**src/rtl/core/lsp_pkg.sv**
```systemverilog
// Shared constants, codes and the token type of the lottery scheduler pick block.
`default_nettype none
package lsp_pkg;

	localparam int NUM_SLOTS   = 64;
	localparam int TICKET_BITS = 16;

	localparam int IDX_W    = (NUM_SLOTS > 1) ? $clog2(NUM_SLOTS) : 1;
	localparam int SUM_W    = TICKET_BITS + IDX_W;
	localparam int RND_W    = 32;
	localparam int CNT_W    = $clog2(RND_W + 1);
	localparam int STATUS_W = 2;
	localparam int INDEX_W  = 6;
	localparam int TOTAL_W  = 22;
	localparam int TKIN_W   = 16;

	localparam logic [STATUS_W-1:0] ST_UNUSED   = 2'd0;
	localparam logic [STATUS_W-1:0] ST_RUNNABLE = 2'd1;
	localparam logic [STATUS_W-1:0] ST_RUNNING  = 2'd2;
	localparam logic [STATUS_W-1:0] ST_BLOCKED  = 2'd3;

	localparam logic REQ_WRITE = 1'b0;
	localparam logic REQ_DRAW  = 1'b1;

	// token walking the cell chain: sum pass (sel = 0) or selection pass (sel = 1)
	typedef struct packed {
		logic             vld;
		logic             sel;
		logic [SUM_W-1:0] acc;
		logic             found;
		logic [IDX_W-1:0] win;
	} lsp_tok_t;

endpackage
`default_nettype wire

```
**src/rtl/core/lsp_mod.sv**
```systemverilog
// Bit-serial remainder unit: random value modulo the ticket total, one bit a cycle.
`default_nettype none
module lsp_mod (
	input  wire logic                      clk,
	input  wire logic                      arst_n,
	input  wire logic                      go,
	input  wire logic [lsp_pkg::RND_W-1:0] dividend,
	input  wire logic [lsp_pkg::SUM_W-1:0] divisor,
	output logic                           rdy,
	output logic [lsp_pkg::SUM_W-1:0]      rem
);
	import lsp_pkg::*;

	logic             run_q;
	logic             rdy_q;
	logic [CNT_W-1:0] cnt_q;
	logic [RND_W-1:0] dvd_q;
	logic [SUM_W-1:0] dvs_q;
	logic [SUM_W-1:0] rem_q;
	logic [SUM_W:0]   trial;
	logic             fits;

	assign trial = {rem_q, dvd_q[RND_W-1]};
	assign fits  = (trial >= {1'b0, dvs_q});

	always_ff @(posedge clk or negedge arst_n) begin
		if (!arst_n) begin
			run_q <= 1'b0;
			rdy_q <= 1'b0;
			cnt_q <= '0;
		end else begin
			rdy_q <= 1'b0;
			if (go) begin
				run_q <= 1'b1;
				cnt_q <= CNT_W'(RND_W);
			end else if (run_q) begin
				cnt_q <= cnt_q - CNT_W'(1);
				if (cnt_q == CNT_W'(1)) begin
					run_q <= 1'b0;
					rdy_q <= 1'b1;
				end
			end
		end
	end

	always_ff @(posedge clk) begin
		if (go) begin
			dvd_q <= dividend;
			dvs_q <= divisor;
			rem_q <= '0;
		end else if (run_q) begin
			dvd_q <= dvd_q << 1;
			if (fits) begin
				rem_q <= SUM_W'(trial - {1'b0, dvs_q});
			end else begin
				rem_q <= trial[SUM_W-1:0];
			end
		end
	end

	assign rdy = rdy_q;
	assign rem = rem_q;

endmodule
`default_nettype wire

```
**config.mk**
```make
export PLATFORM = sky130hd
export DESIGN_NAME = lsp_mod
export DESIGN_NICKNAME = d
export VERILOG_FILES = /design/src/rtl/core/lsp_pkg.sv /design/src/rtl/core/lsp_mod.sv
export SDC_FILE = /design/constraint.sdc
export NUM_CORES = 1
export LEC_CHECK = 0
export BUFFER_PORTS_ARGS = -buffer_cell sky130_fd_sc_hd__clkbuf_2
export CAP_MARGIN = 10
export CORE_MARGIN = 5
export CORE_UTILIZATION = 50
export DETAILED_ROUTE_END_ITERATION = 8
export PLACE_DENSITY_LB_ADDON = 0.25
export SLEW_MARGIN = 15
export SYNTH_ARGS = -nofsm -noshare
export SYNTH_HDL_FRONTEND = slang
export SYNTH_SLANG_ARGS = --single-unit
```
**constraint.sdc**
```tcl
create_clock -name clk -period 3 [get_ports clk]
set_clock_uncertainty 0.2 [all_clocks]
set_input_delay 0.3 -clock clk [delete_from_list [all_inputs] [get_ports clk]]
set_output_delay 0.3 -clock clk [all_outputs]
set_load 0.02 [all_outputs]
```
==> results.cfg <==
[route]
drt_iter0_drc = 172
viasPerCell = 5.35
wirelength_um = 10500
vias = 3709
wl_per_cell_um = 15.1
drc = 0
ant_nets = 0
first_pass_iters = 4

[sta]
hold_viol = 0
setup_violations = 0
period_share = 0.946
worst_slew_pin_slew_ns = 0.618
fmaxAchievable_mhz = 352
report.final.slew_viol_count = 0
maxSlewHeadroom = 0.583
period_minus_slack_ns = 2.84
setup_slack_ns = 0.161

[critical_path]
crit_fanout = 8
crit_slowest_cell = ha_1
r2r_cells = 10
timing.critical_path.buf_inv = 2
cp_top_family = simple AND/OR/NAND/NOR gates
endpoint_kind = register
r2r_start = rem[15]$_SDFFE_PP0P_
r2r_end = rem[8]$_SDFFE_PP0P_
crit_required_ns = 3.05
start_kind = register
regToRegSetupSlack_ns = 0.16
crit_arrival_ns = 2.89
cp_slowest_stage_delay_ns = 0.43
path_cells = ha_1 -> nand4_1 -> nor4_1 -> nand4_1 -> o211a_2 -> o31ai_4 -> buf_4 -> buf_4 -> nor3_1 -> a311o_1
criticalPathCategory = register to register

[die]
initial_core_util = 0.517
die_h_um = 108
core_um2 = 9280
die_w_um = 108
die_area_um2 = 11700
placement_rows = 35
io_pins = 80

[placement]
port_buffers = 79
place_congestion = 0.906
place_ws_ns = 0.0283
dpl_cell_area_um2 = 5430
dp_cells = 650
hpwlAfterDp_um = 7700

[final_layout]
drive_above_1_share = 0.285
diodes = 0
finalNonFillerCells = 693
final_area_um2 = 5880
final_nets = 641
area_growth_pct = 22.5

[clock_tree]
clock_latency_ns = 0.36
cts_tree = built
cts_buffer_depth = 2
htree_levels = 3
clk_pin_slew_worst_paths_ns = 0.09
cts.sinks = 84
numCtsBuffers = 9
cts_root_buffer = clkbuf_8

[power_and_ir_drop]
p_clk_frac = 0.153
power.static_leakage_nw = 2.60
p_sw_frac = 0.401
combPwrFrac = 0.499
irDropWorstVdd_uv = 414
power.density_nw_per_um2 = 819
power.net_switching_mw = 1.93
seqPwrFrac = 0.348
intPower_mw = 2.88

[yosys]
seq_area_frac_synth = 0.471
muxShareOfSynthArea = 0.0979
synth_top_family_by_area = compound AO/OA/AOI/OAI gates
mappedNetlistNets = 521
synth.distinct_cells = 69
yosysTopAreaCell = edfxtp_1
synth_seq_cells = 84
synth-edff-count = 54
synth_compound_area_frac = 0.154
synth_flop_cell = edfxtp_1
synth_warnings = 0
synth-simple-area-share = 0.124
synth_cells = 439
synthAdderAreaFrac = 0.0667
syn_area_per_cell_um2 = 10.9
synthXorXnorAreaFrac = 0.0383
synth_top_area_share = 0.338
synthArstFlopShare = 0.0952
synth.cell_area_um2 = 4800
synthTopCellsByArea = edfxtp_1 (34%), dfxtp_1 (9.2%), mux2_2 (6.6%), ha_1 (6.3%), dfrtp_1 (4.2%)

[global_route]
grt_start_max_net_pins = 46
gr-total-overflow = 0
grt_pass1_vias = 3626
antenna_found_initial = 0
grt_pass1_wl_um = 17500
track_usage = 0.189

[run_status]
status = complete, no violations

[hold_path]
hold_path.class = primary input to register
min_from = dividend[0]
whs_path_depth = 2
holdPathEnd = dvd_q[0]$_SDFFCE_PN0P_

[job]
maxCapViolCount = 0
registers in the layout, summed over array words and instances (netlist names):
| register | count |
|---|---|
| dvd_q | 32 |
| dvs_q | 22 |
| rem | 22 |
| cnt_q | 6 |
| rdy | 1 |
| run_q | 1 |
kinds of logic after synthesis:
logic type | count (synthesis)
buffers and inverters | 51
muxes | 43
xor gates and xnor gates | 21
AOI/OAI and AO/OA | 100
and+or+nand+nor | 115
DFF | 84
adders and majority gates | 25
cells in the mapped netlist (2+ instances only):
master / number
clkbuf_1: 11
o21a_1: 6
a211oi_1: 15
o21bai_1: 3
buf_4: 2
nor2_1: 31
nor3_1: 9
and4_1: 2
ha_1: 24
a21boi_0: 2
o21ai_1: 3
mux2_1: 4
nor2b_1: 3
o21ai_0: 9
a31oi_1: 2
o31a_1: 2
a21oi_1: 21
xor2_1: 10
nand2_1: 24
a21o_1: 12
o221ai_1: 3
and2_1: 3
or3_1: 3
nand3_1: 7
buf_1: 2
or2_1: 2
edfxtp_1: 54
nand4_1: 5
xnor2_1: 11
mux2_2: 28
a311oi_1: 2
nand2b_1: 9
dfrtp_1: 8
inv_1: 28
dfxtp_1: 22
o311ai_1: 2
o211ai_1: 2
buf_2: 6
nor3b_1: 3
and3_1: 4
mux2i_1: 11
o31ai_1: 2
worst max-delay path by stage:
stage                                    start              endpoint  slack, ns  cells after the start
after CTS                  rem[3]$_SDFFE_PP0P_   rem[5]$_SDFFE_PP0P_       0.03                      9
after global placement      dvs_q[0]$_DFFE_PP_  rem[18]$_SDFFE_PP0P_        0.1                     10
final                     rem[15]$_SDFFE_PP0P_   rem[8]$_SDFFE_PP0P_       0.16                     10
after detailed placement    dvs_q[2]$_DFFE_PP_   rem[5]$_SDFFE_PP0P_       0.03                     10
after global routing       dvs_q[16]$_DFFE_PP_   rem[8]$_SDFFE_PP0P_     -0.008                     11
after floorplan            rem[1]$_SDFFE_PP0P_   rem[0]$_SDFFE_PP0P_       0.39                      9
worst reg2reg max path, delay by kind of cell, from the launching register on:
| family | cells | cell delay [ns] |
|---|---|---|
| adders and majority gates | 1 | 0.43 |
| DFF | 1 | 0.35 |
| AOI/OAI and AO/OA | 3 | 0.55 |
| buffers and inverters | 2 | 0.37 |
| and+or+nand+nor | 4 | 0.82 |
through the flow:
| stage | TNS [ns] | util | hold slack (ns) | total power [mW] |
|---|---|---|---|---|
| after global placement | 0 | 0.585 | -0.0434 | 3.96 |
| after global routing | -0.00752 | 0.634 | 0.00294 | 5.18 |
| after detailed placement | 0 | 0.585 | -0.0424 | 4.01 |
| after floorplan | 0 | - | -0.196 | 3.41 |
| after CTS | 0 | 0.629 | 0.000158 | 4.80 |
| final | 0 | 0.634 | 0.0191 | 4.82 |
cell type report:
| class | count | area, µm² |
|---|---|---|
| Timing Repair Buffer | 132 | 856 |
| Inverter | 28 | 105 |
| Multi-Input combinational cell | 304 | 2320 |
| Tap cell | 129 | 161 |
| Clock buffer | 10 | 128 |
| Fill cell | 791 | 3400 |
| Clock inverter | 6 | 47.5 |
| Sequential cell | 84 | 2260 |
cells in the final DEF (no fill, tap or decap), types with 10 or more instances in the layout:
cell type and n:
ha_1 24, nand2_1 24, mux2_2 28, nor2_1 31, xnor2_1 11, dlygate4sd3_1 24, a21oi_1 21, buf_4 30
xor2_1 10, inv_1 28, a21o_1 12, clkbuf_2 78, edfxtp_1 54, a211oi_1 15, mux2i_1 11, dfxtp_1 22
timing repair:
action | 4_1_cts | 5_1_grt
gates resized for setup | 0 | 2
hold endpoints to repair | 30 | 1
buffers inserted | 0 | 3
pin swaps | 1 | 2
hold buffers | 23 | 1
endpoints found under the setup margin | 2 | 18
per-layer routing:
layer,global-route usage,up-vias,routed length (µm)
met5,0,-,0
met1,0.258,1738,4980
met4,0.0640,0,161
met3,0.0490,14,605
li1,-,1864,-
met2,0.293,93,4740
power groups by stage:
stage                     clock network, mW  registers, mW  logic (mW)
after floorplan                           0           1.80        1.60
after global placement                    0           1.69        2.27
after detailed placement                  0           1.70        2.31
after CTS                             0.765           1.68        2.35
after global routing                  0.810           1.71        2.66
final                                 0.735           1.68        2.40
(Power assumes the default switching activity.)
