### src/rtl/core/lsp_pkg.sv
// Shared constants, codes and the token type of the lottery scheduler pick block.
`default_nettype none
package lsp_pkg;

	localparam int NUM_SLOTS   = 64;
	localparam int TICKET_BITS = 16;

	localparam int IDX_W    = (NUM_SLOTS > 1) ? $clog2(NUM_SLOTS) : 1;
	localparam int SUM_W    = TICKET_BITS + IDX_W;
	localparam int RND_W    = 32;
	localparam int CNT_W    = $clog2(RND_W + 1);
	localparam int STATUS_W = 2;
	localparam int INDEX_W  = 6;
	localparam int TOTAL_W  = 22;
	localparam int TKIN_W   = 16;

	localparam logic [STATUS_W-1:0] ST_UNUSED   = 2'd0;
	localparam logic [STATUS_W-1:0] ST_RUNNABLE = 2'd1;
	localparam logic [STATUS_W-1:0] ST_RUNNING  = 2'd2;
	localparam logic [STATUS_W-1:0] ST_BLOCKED  = 2'd3;

	localparam logic REQ_WRITE = 1'b0;
	localparam logic REQ_DRAW  = 1'b1;

	// token walking the cell chain: sum pass (sel = 0) or selection pass (sel = 1)
	typedef struct packed {
		logic             vld;
		logic             sel;
		logic [SUM_W-1:0] acc;
		logic             found;
		logic [IDX_W-1:0] win;
	} lsp_tok_t;

endpackage
`default_nettype wire

### src/rtl/core/lsp_cell.sv
// One slot cell: holds a slot's status and tickets and advances the token by one slot.
`default_nettype none
module lsp_cell (
	input  wire logic                            clk,
	input  wire logic                            arst_n,
	input  wire logic                            wr_en,
	input  wire logic [lsp_pkg::STATUS_W-1:0]    wr_status,
	input  wire logic [lsp_pkg::TICKET_BITS-1:0] wr_tickets,
	input  wire logic [lsp_pkg::IDX_W-1:0]       my_index,
	input  wire logic [lsp_pkg::SUM_W-1:0]       draw,
	input  wire lsp_pkg::lsp_tok_t               tok_in,
	output lsp_pkg::lsp_tok_t                    tok_out
);
	import lsp_pkg::*;

	logic [STATUS_W-1:0]    status_q;
	logic [TICKET_BITS-1:0] tickets_q;
	lsp_tok_t               tok_q;
	lsp_tok_t               tok_nxt;
	logic [SUM_W-1:0]       span_end;
	logic                   live;
	logic                   hit;

	assign live     = (status_q != ST_UNUSED);
	assign span_end = tok_in.acc + SUM_W'(tickets_q);

	always_comb begin
		tok_nxt = tok_in;
		hit     = 1'b0;
		if (tok_in.vld && live) begin
			if (!tok_in.sel) begin
				tok_nxt.acc = span_end;
			end else if (!tok_in.found) begin
				if (status_q == ST_RUNNABLE && draw >= tok_in.acc && draw < span_end) begin
					tok_nxt.found = 1'b1;
					tok_nxt.win   = my_index;
					hit           = 1'b1;
				end else begin
					tok_nxt.acc = span_end;
				end
			end
		end
	end

	always_ff @(posedge clk or negedge arst_n) begin
		if (!arst_n) begin
			status_q  <= ST_UNUSED;
			tickets_q <= '0;
			tok_q     <= '0;
		end else begin
			tok_q <= tok_nxt;
			if (wr_en) begin
				status_q  <= wr_status;
				tickets_q <= wr_tickets;
			end else if (hit) begin
				status_q <= ST_RUNNING;
			end
		end
	end

	assign tok_out = tok_q;

endmodule
`default_nettype wire

### config.mk
export PLATFORM = sky130hd
export DESIGN_NAME = lsp_cell
export DESIGN_NICKNAME = d
export VERILOG_FILES = /design/src/rtl/core/lsp_pkg.sv /design/src/rtl/core/lsp_cell.sv
export SDC_FILE = /design/constraint.sdc
export NUM_CORES = 1
export LEC_CHECK = 0
export BUFFER_PORTS_ARGS = -buffer_cell sky130_fd_sc_hd__buf_2
export CORE_MARGIN = 4
export CORE_UTILIZATION = 35
export CTS_CLUSTER_SIZE = 40
export DETAILED_ROUTE_END_ITERATION = 8
export MAX_ROUTING_LAYER = met4
export PLACE_DENSITY = 0.59
export SLEW_MARGIN = 20
export SYNTH_ARGS = -nofsm -noshare
export SYNTH_HDL_FRONTEND = slang
export SYNTH_SLANG_ARGS = --single-unit
### constraint.sdc
create_clock -name clk -period 4.3 [get_ports clk]
set_input_delay 0.86 -clock clk [delete_from_list [all_inputs] [get_ports clk]]
set_output_delay 0.86 -clock clk [all_outputs]
set_load 0.01 [all_outputs]
==> metrics.md, run 1 <==
| Metric | Value |
|---|---|
| Status | `finished, violations left` |
| Failing checks | `negative setup slack` |
| Detailed Route WL | `10700 µm` |
| Avg WL per Cell | `15.3 µm` |
| Design area | `between 5000 and 6000 µm²` |
| Worst-path clk slew | `approximately 0.1 ns` |
| Initial DRC Count | `between 100 and 150` |
| Final Hold Vio Count | `0` |
| DR vias/cell | `roughly 5.0` |
| Clk sinks | `a little under 50` |
| First-pass GRT wire length | `17600 µm` |
| CP most frequent cell | `buf_4` |
| Vias | `3518` |
| Final TNS setup | `-0.0265 ns` |
| Die W | `around 110 µm` |
| Largest net degree at the start of global routing | `50` |
| Dpl cell area | `between 4000 and 5000 µm²` |
| Power Total | `1.53 mW` |
| Worst path arrival time | `4.55 ns` |
| Vias in the first global route | `approximately 3700` |
| Max VDD drop | `0.136 mV` |
| GRT met2 Usage | `between 20% and 30%` |
| Final Max Tran Viols | `0` |
| Top delay family on crit path | `compound AO/OA/AOI/OAI gates` |
| Pwr dens | `284 nW/µm²` |
| Avg Synthesized Cell Area | `roughly 9.7 µm²` |
| Drt first pass iters | `4` |
| Endpoints failing setup | `5` |
| Core footprint | `10300 µm²` |
| Total CTS buffers | `5` |
| Clock Path Buffers | `2` |
| Max FO, Critical Path | `8` |
| CP max stage delay | `0.30 ns` |
| Hold_sp | `tickets_q[9]` |
| Synth-to-Final Area Change | `46.1%` |
| Maxcap violations | `0` |
| Post-route minimum period | `4.31 ns` |
| Area of the die | `12200 µm²` |
| Critical path cell sequence | `buf_2 -> ha_1 -> a21oi_2 -> buf_4 -> o2111ai_1 -> a311oi_2 -> buf_4 -> o21ai_0 -> xnor2_1 -> ha_1 -> a21o_1 -> a211o_1 -> a211oi_2 -> buf_4 -> o221a_4 -> buf_12 -> buf_6 -> o21ai_2 -> o21ai_1` |
| M3 GR Usage | `between 3 and 4%` |
| Worst hold-check path type | `reg -> reg` |
| NumNets Final | `701` |
| Master of the slowest instance on the critical path | `ha_1` |
| Worst path required time | `roughly 4.5 ns` |
| Skew final | `0.00578 ns` |
| Leak | `2.63 nW` |
| Met1 Use GR | `23.5%` |
| Yosys reg bits | `49` |
| Initial antenna violation count | `0` |
| R2r setup slk | `0.18 ns` |
| Fmax | `232 MHz` |
| Synth Cell Area | `3680 µm²` |
| Unrepaired setup endpoints after global routing | `true` |
| Antenna Diode Count | `0` |
| Worst-Skew Late Latency | `about 0.32 ns` |
| Post-synth EDFFs | `0` |
| I/O pin cnt | `111` |
| CTS tree | `built` |
| Register area share after synthesis | `around a third` |
| Final Cycle Share | `100%` |
| Row Count | `37` |
| Pre-CTS setup slack | `-0.442 ns` |
| Crit. End Element | `register` |
| Most used DFF post-synth | `dfrtp_1` |
| Rel. slew slack | `a little under a quarter` |
| Total gr overflow | `0` |
| Remaining DRCs | `0` |
| CP bufs+invs | `6` |
| Reg2Reg Depth | `18` |
| Async SR Flop Fraction | `100%` |
| Total GRT Usage | `between 15 and 20%` |
| Layout cells sized above 1 | `45.9%` |
| Die height | `~110 µm` |
| Startpoint Class | `primary input` |
| GPL Wtd Cong | `0.880` |
| PnR worst setup slack | `-0.0109 ns` |
| Worst Tran Pin Value | `1.16 ns` |
| Reg-to-reg startpoint | `tickets_q[0]` |
| Post-Syn Instances | `379` |
| Yosys cell types | `49` |
| Clock root cell | `clkbuf_8` |
| Worst Setup Path Type | `in -> reg` |
| Syn Nets | `519` |
| Gr busiest metal | `met2` |
| Hold Path Depth | `1` |
| Starting Density | `between 30% and 40%` |
| Reg-to-Reg End | `tok_out[2]` |
| Dpl hpwl | `~8600 µm` |
| Fillcell total | `roughly 960` |
| Synthesis Warnings | `0` |
| Antenna-violating nets left | `0` |
| Cell count along the critical path | `19` |
| Worst Hold End | `tickets_q[9]` |
| I/O Buffers | `110` |
| H-tree depth | `2` |
-- layer usage --
metal | vias up | part of all wire, %
li1 | 1754 | -
met1 | 1652 | 46
met3 | 13 | 4.8
met2 | 99 | 47
met4 | 0 | 1.7
met5 | - | 0
-- cell usage in the layout (no fill, tap or decap), types with 9 or more instances in the layout --
| cell | instances |
|---|---|
| o21ai_0 | 10 |
| a21o_1 | 9 |
| buf_4 | 63 |
| o21ai_2 | 12 |
| nand3_1 | 15 |
| a21oi_1 | 21 |
| mux2_2 | 15 |
| inv_1 | 28 |
| nand2_1 | 18 |
| o21ai_1 | 17 |
| ha_1 | 57 |
| nor2_1 | 11 |
| xnor2_1 | 14 |
| dfrtp_1 | 49 |
| xor2_1 | 9 |
| buf_2 | 108 |
-- state kept, by name (all words and copies together) (netlist names) --
signal / cells
tok_out: 31
tickets_q: 16
status_q: 2
-- cell usage after synthesis, drive strengths merged (2+ instances only) --
library cell	n	share of area [%]
nor2b	2	0.34
xnor2	14	3.3
and3	3	0.51
or2	3	0.51
o21a	2	0.41
nor2	12	1.2
clkbuf	6	0.65
dfrtp	49	33
xor2	9	2.1
ha	59	20
a21boi	3	0.61
nand2b	4	0.68
inv	29	3.0
o21ai	42	5.7
nor4	4	0.68
nor3	6	1.1
a211oi	5	1.3
nor3b	2	0.41
o221ai	2	0.65
mux2	22	6.7
a21o	9	1.8
nand2	19	2.0
nand4	7	1.2
a21oi	25	3.4
o31a	3	0.71
o211ai	3	0.61
nand3	16	2.2
and4	4	0.95
-- stage by stage --
step                utilization [%]  hold WS, ns  instances
global route                   52.3        0.545        698
finish                         52.3        0.520        698
detailed placement             47.6        0.502        674
CTS                            49.1        0.526        685
global placement               47.6        0.495        674
floorplan                         -        0.482        379
-- worst max-delay path by stage --
stage               from         end  slack [ns]
6_report       tok_in[8]  tok_out[9]       -0.01
5_1_grt        tok_in[7]  tok_out[3]       -0.23
4_1_cts        tok_in[8]  tok_out[2]      0.0007
3_5_place_dp   tok_in[8]  tok_out[0]       -0.44
3_3_place_gp   tok_in[8]  tok_out[5]       -0.45
2_1_floorplan  tok_in[7]  tok_out[0]       -0.05
-- cells by family after synthesis --
group	Yosys count	synth area share, %
flip-flops	49	33.3
AND/OR/NAND/NOR	85	12.4
AO/OA/AOI/OAI	104	17.7
buffers and inverters	36	3.71
adder cells (fa/ha/maj)	60	20.6
multiplexers	22	6.73
XOR/XNOR	23	5.48
-- power breakdown --
| group | internal, mW | switching, mW |
|---|---|---|
| Clock | 0.119 | 0.175 |
| Combinational | 0.351 | 0.357 |
| Sequential | 0.507 | 0.0186 |
| Total | 0.977 | 0.551 |
-- final cells by class --
class	count	area (µm²)	area share (%)
clock inverters	3	25.0	0.466
well taps	136	170	3.17
repair buffers	182	1170	21.7
multi-input cells	294	2610	48.6
inverters	29	109	2.03
flip-flops and latches	49	1230	22.8
clock buffers	5	68.8	1.28
-- what timing repair did --
action / 4_1_cts / 5_1_grt
gates cloned: 0 / 0
resized for setup: 8 / 75
pin swaps: 10 / 40
endpoints found under the setup margin: 23 / 28
hold buffers: 0 / 0
buffers inserted: 3 / 13
Power figures use the tool's default switching activity.
==> run 2, diff against run 1 <==
--- a/config.mk
+++ b/config.mk
@@ -5,14 +5,16 @@
 export SDC_FILE = /design/constraint.sdc
 export NUM_CORES = 1
 export LEC_CHECK = 0
+export ABC_AREA = 1
 export BUFFER_PORTS_ARGS = -buffer_cell sky130_fd_sc_hd__buf_2
 export CORE_MARGIN = 4
 export CORE_UTILIZATION = 35
 export CTS_CLUSTER_SIZE = 40
 export DETAILED_ROUTE_END_ITERATION = 8
 export MAX_ROUTING_LAYER = met4
-export PLACE_DENSITY = 0.59
+export PLACE_DENSITY = 0.58
 export SLEW_MARGIN = 20
 export SYNTH_ARGS = -nofsm -noshare
 export SYNTH_HDL_FRONTEND = slang
 export SYNTH_SLANG_ARGS = --single-unit
+export TNS_END_PERCENT = 20
==> metrics.md, run 2 <==
| Metric | Value |
|---|---|
| Status | `finished, final reports clean` |
| Synth Area in Compound Gates | `10.9%` |
| Reg-to-reg startpoint | `tickets_q[0]` |
| Pwr dens | `308 nW/µm²` |
| Main combinational cell family by area after synthesis | `simple AND/OR/NAND/NOR gates` |
| Maxcap violations | `0` |
| Synthesis Warnings | `0` |
| Die height | `115 µm` |
| First-pass GRT wire length | `17900 µm` |
| Unrepaired setup endpoints after global routing | `false` |
| Final Max Tran Viols | `0` |
| Final Cycle Share | `91.6%` |
| Row Count | `38` |
| I/O pin cnt | `about 110` |
| Commonest non-fill, non-tap cell in the layout | `nand2_1` |
| PnR worst setup slack | `0.363 ns` |
| Async SR Flop Fraction | `100%` |
| Endpoints failing setup | `0` |
| Synth Cell Area | `between 3000 and 4000 µm²` |
| Worst path arrival time | `approximately 4.2 ns` |
| Yosys cell types | `36` |
| Remaining DRCs | `0` |
| Total gr overflow | `0` |
| Yosys top cell area share | `between 30% and 40%` |
| Start point of the critical path | `tok_in[7]` |
| Ranking of synthesized cells by area | `dfrtp_1 (31%), ha_1 (19%), nand2_1 (18%), inv_1 (6.5%), a21oi_1 (4.4%)` |
| Syn Nets | `683` |
| Register area share after synthesis | `30.8%` |
| Critical path cell sequence | `buf_2 -> ha_1 -> inv_1 -> fa_1 -> nand3b_1 -> nand2_1 -> nand2_1 -> nand2_1 -> nand3_1 -> nand2_2 -> xor2_1 -> inv_1 -> ha_1 -> nand2_1 -> a21oi_1 -> o21ai_1 -> nand3_1 -> a21oi_2 -> nand2_4 -> nand2_4 -> buf_12 -> nand2_1 -> o21ai_1` |
| Skew final | `0.00563 ns` |
| Worst-Skew Late Latency | `0.30 ns` |
| Starting Density | `between 30% and 40%` |
| Clock root cell | `clkbuf_16` |
| Total CTS buffers | `5` |
| Post-Syn Instances | `543` |
| Drt first pass iters | `4` |
| Layout cells sized above 1 | `21.5%` |
| Crit. End Element | `register` |
| Avg Synthesized Cell Area | `about 7.3 µm²` |
| Core footprint | `approximately 11000 µm²` |
| Worst Setup Path Type | `in -> reg` |
| Largest area contributor in the netlist | `dfrtp_1` |
| Synth-to-Final Area Change | `22.0%` |
| Fmax | `~250 MHz` |
| Vias | `3729` |
| Largest net degree at the start of global routing | `50` |
| Avg WL per Cell | `13.6 µm` |
| Adder-cell area share of the yosys netlist | `19.1%` |
| Rel. slew slack | `56.9%` |
| NumNets Final | `796` |
| Clock Path Buffers | `2` |
| Master of the slowest instance on the critical path | `fa_1` |
| H-tree depth | `2` |
| Worst path required time | `4.52 ns` |
| CTS tree | `built` |
| Mux cell area share after synthesis | `0%` |
| I/O Buffers | `110` |
| Most frequent cells in the layout | `nand2_1 (191), buf_2 (110), inv_1 (69)` |
| Worst Tran Pin Value | `0.646 ns` |
| Worst-path clk slew | `around 0.07 ns` |
| Most used DFF post-synth | `dfrtp_1` |
| Setup Fix Bufs, Post-CTS | `0` |
| Power Total | `1.50 mW` |
| Startpoint Class | `primary input` |
| Dpl hpwl | `8970 µm` |
| Simple-gate share of the synthesized area | `between 20% and 30%` |
| Total GRT Usage | `17.6%` |
| DR vias/cell | `4.68` |
| XOR/XNOR share of the synthesized area | `3.74%` |
| Post-route minimum period | `3.94 ns` |
| Antenna Diode Count | `0` |
| Final Hold Vio Count | `0` |
| Pre-CTS setup slack | `-0.0491 ns` |
| Leak | `2.78 nW` |
| Initial antenna violation count | `0` |
| Worst hold-check path type | `reg -> reg` |
| Initial DRC Count | `167` |
| Yosys reg bits | `49` |
| Max FO, Critical Path | `22` |
| Hold_sp | `tickets_q[5]` |
| Clk sinks | `~50` |
| Max VDD drop | `0.152 mV` |
| Post-synth EDFFs | `0` |
| Cell with the most instances after synthesis | `nand2_1` |
| Die W | `115 µm` |
| Largest register FFs | `31` |
| Antenna-violating nets left | `0` |
| GPL Wtd Cong | `0.938` |
| Area of the die | `13100 µm²` |
| Vias in the first global route | `3877` |
| Top post-synthesis cells by count | `nand2_1 (192), inv_1 (69), ha_1 (59)` |
| CP max stage delay | `0.40 ns` |
| Detailed Route WL | `10800 µm` |
| CP most frequent cell | `nand2_1` |
[run 2: cell count changes after synthesis, moves of 9 or more]
| cell | previous run | this run |
|---|---|---|
| o21ai_0 | 41 | 24 |
| a21oi_1 | 25 | 35 |
| nand2_1 | 18 | 192 |
| mux2_2 | 22 | 0 |
| o21ai_1 | 1 | 10 |
| inv_1 | 29 | 69 |
| nor2_1 | 12 | 26 |
[run 2: final timing paths]
path | end | slack, ns | cells after the start
max in group asynchronous | tickets_q[0] | 3.21 | 2
worst max-delay path | tok_out[21] | 0.36 | 23
worst min-delay path | tickets_q[5] | 0.48 | 2
worst max register to register | tok_out[21] | 0.68 | 22
min in group asynchronous | tok_out[16] | 0.67 | 2
worst min register to register | tickets_q[5] | 0.48 | 2
[run 2: layout make-up]
class	count	area, µm²
fillers	1189	6130
multi-input cells	415	2430
well taps	140	175
flip-flops and latches	49	1230
clock inverters	3	26.3
repair buffers	114	606
clock buffers	5	125
inverters	71	267
[run 2: report_power, final]
group / internal (mW) / leakage (nW) / total (mW) / switching, mW
Sequential: 0.507 / 0.584 / 0.526 / 0.0188
Clock: 0.220 / 0.0744 / 0.412 / 0.192
Combinational: 0.217 / 2.12 / 0.557 / 0.340
[run 2: repair_timing]
item	in CTS	in global routing
hold buffers	0	0
hold endpoints to repair	0	0
setup endpoints to repair	0	2
resized for setup	0	2
[run 2: stage by stage]
stage	utilization, %	area [µm²]	TNS [ns]	std cells	hold slack (ns)
after floorplan	-	3980	0	543	0.446
after global placement	42.7	4690	-0.0128	789	0.462
after detailed placement	42.7	4690	-0.0508	789	0.468
after CTS	44.1	4840	0	797	0.486
after global routing	44.2	4850	0	797	0.499
final	44.2	4850	0	797	0.482
[run 2: routing by layer]
layer  routed length (µm)  global-route usage (%)  vias up
li1                     -                       -     1965
met1                 5180                    22.9     1661
met2                 5010                    28.6       89
met3                  453                    2.27       14
met4                  184                    5.07        0
met5                    0                       -        -
[run 2: cell families (layout without fill, tap and decap cells)]
logic type / Yosys count / in the layout
buffers and inverters: 79 / 193
AOI/OAI and AO/OA: 79 / 79
and+or+nand+nor: 259 / 259
xor gates and xnor gates: 17 / 17
adders and majority gates: 60 / 60
DFF: 49 / 49
[run 2: critical path, delay by kind of cell]
kind            cells  cell delay, ns
buf+inv             4            0.43
compound gates      4            0.52
simple gates       11            1.29
xor+xnor            1            0.16
fa+ha+maj           3            0.90
==> run 3, diff against run 2 <==
--- a/config.mk
+++ b/config.mk
@@ -12,7 +12,7 @@
 export CTS_CLUSTER_SIZE = 40
 export DETAILED_ROUTE_END_ITERATION = 8
 export MAX_ROUTING_LAYER = met4
-export PLACE_DENSITY = 0.58
+export PLACE_DENSITY = 0.59
 export SLEW_MARGIN = 20
 export SYNTH_ARGS = -nofsm -noshare
 export SYNTH_HDL_FRONTEND = slang
==> metrics.md, run 3 (synthesized netlist as in run 2, its figures left out) <==
| Metric | Value |
|---|---|
| Initial DRC Count | `around 140` |
| Commonest non-fill, non-tap cell in the layout | `nand2_1` |
| CP most frequent cell | `nand2_1` |
| Clk sinks | `between 40 and 50` |
| Max FO, Critical Path | `22` |
| Layout cells sized above 1 | `a little over a fifth` |
| Status | `finished, final reports clean` |
| Pre-CTS setup slack | `-0.0373 ns` |
| Worst path arrival time | `4.18 ns` |
| Largest register FFs | `31` |
| Synth-to-Final Area Change | `22.0%` |
| Die height | `115 µm` |
| CP bufs+invs | `4` |
| CP max stage delay | `0.40 ns` |
| CTS tree | `built` |
| Final Hold Vio Count | `0` |
| Post-route minimum period | `roughly 4.0 ns` |
| Worst path required time | `approximately 4.5 ns` |
| Area of the die | `around 13000 µm²` |
| Skew final | `0.00693 ns` |
| Pwr dens | `between 300 and 400 nW/µm²` |
| PnR worst setup slack | `a little over 0.3 ns` |
| H-tree depth | `2` |
| Most frequent cells in the layout | `nand2_1 (191), buf_2 (110), inv_1 (69)` |
| Crit. End Element | `register` |
| Avg WL per Cell | `13.4 µm` |
| Fmax | `251 MHz` |
| Maxcap violations | `0` |
| Startpoint Class | `primary input` |
| Core footprint | `between 10000 and 15000 µm²` |
| Leak | `between 2 and 3 nW` |
| Total CTS buffers | `5` |
| Core Util, Final | `44.2%` |
| I/O pin cnt | `111` |
| Unrepaired setup endpoints after global routing | `false` |
| Dpl hpwl | `just under 9000 µm` |
| Multi-input combinational cell area | `2430 µm²` |
| Clock root cell | `clkbuf_16` |
| Remaining DRCs | `0` |
| Antenna-violating nets left | `0` |
| GPL Wtd Cong | `0.931` |
| Master of the slowest instance on the critical path | `fa_1` |
| Rel. slew slack | `58.1%` |
| Antenna Diode Count | `0` |
| Placed Cells incl. Taps | `789` |
| NumNets Final | `796` |
| FF/Latch Area | `between 1000 and 1500 µm²` |
| Total GRT Usage | `17.5%` |
| Hold buffers post-CTS | `0` |
| Largest net degree at the start of global routing | `50` |
| Final Cycle Share | `between 90% and 100%` |
| Vias in the first global route | `roughly 3800` |
| Worst Setup Path Type | `in -> reg` |
| Worst hold-check path type | `reg -> reg` |
| Detailed Route WL | `10700 µm` |
| Fillcell total | `approximately 1100` |
| Max VDD drop | `~0.15 mV` |
| Fin cells | `797` |
| Vias | `3724` |
| First-pass GRT wire length | `around 18000 µm` |
| Worst-Skew Late Latency | `~0.30 ns` |
| Initial antenna violation count | `0` |
| Starting Density | `36.2%` |
| Total gr overflow | `0` |
| Worst Tran Pin Value | `0.628 ns` |
| Die W | `115 µm` |
| Clock Path Buffers | `2` |
| I/O Buffers | `110` |
| Final Max Tran Viols | `0` |
| Drt first pass iters | `4` |
| Endpoints failing setup | `0` |
| DR vias/cell | `4.67` |
| Top delay family on crit path | `simple AND/OR/NAND/NOR gates` |
| Row Count | `38` |
| Worst-path clk slew | `~0.070 ns` |
run 3: cell types whose count changed in the layout (fill, tap and decap cells not counted):
| cell | before | now |
|---|---|---|
| clkinv_4 | 2 | 0 |
| clkinvlp_4 | 0 | 1 |
| inv_6 | 1 | 2 |
run 3: metal layers:
metal / global-route usage, % / share of wire (%)
met1: 22.7 / 47
met2: 27.9 / 45
met3: 2.91 / 5.3
met4: 5.62 / 2.3
met5: - / 0
run 3: area by class of cell:
cell class                      count  share of cell area, %
Tap cell                          140                   3.61
Clock buffer                        5                   2.58
Sequential cell                    49                   25.3
Timing Repair Buffer              114                   12.5
Inverter                           71                   5.49
Multi-Input combinational cell    415                   50.1
Clock inverter                      3                  0.516
run 3: path summary, 6_finish.rpt:
kind / from / to / slack (ns) / cells past startpoint
min in group asynchronous: arst_n / tok_out[16] / 0.67 / 2
worst max register to register: tickets_q[0] / tok_out[20] / 0.61 / 24
worst max-delay path: tok_in[7] / tok_out[20] / 0.31 / 25
worst min register to register: tickets_q[10] / tickets_q[10] / 0.48 / 2
max in group asynchronous: arst_n / tok_out[25] / 3.22 / 2
worst min-delay path: tickets_q[10] / tickets_q[10] / 0.48 / 2
run 3: metrics by stage:
step | power [mW] | TNS (ns) | cell area [µm²] | hold slack, ns
3_3_place_gp | 1.08 | -0.0244 | 4690 | 0.463
4_1_cts | 1.52 | 0 | 4840 | 0.485
2_1_floorplan | 0.896 | 0 | 3980 | 0.446
3_5_place_dp | 1.09 | -0.0515 | 4690 | 0.467
5_1_grt | 1.62 | 0 | 4850 | 0.496
6_report | 1.49 | 0 | 4850 | 0.479
run 3: where the power goes:
group          leakage, nW  total (mW)  internal (mW)  switching, mW
registers            0.584       0.524          0.507         0.0174
clock network       0.0708       0.413          0.220          0.193
logic                 2.12       0.557          0.218          0.340
run 3: timing repair:
item,CTS,global route
gates resized for setup,0,2
endpoints found under the setup margin,0,17
buffers inserted,0,0
run 3: tightest hold or removal path, stage by stage, from the launching register on:
cell and delay [ns]:
dfrtp_1 0.35, nand2_1 0.06, nand2_1 0.04
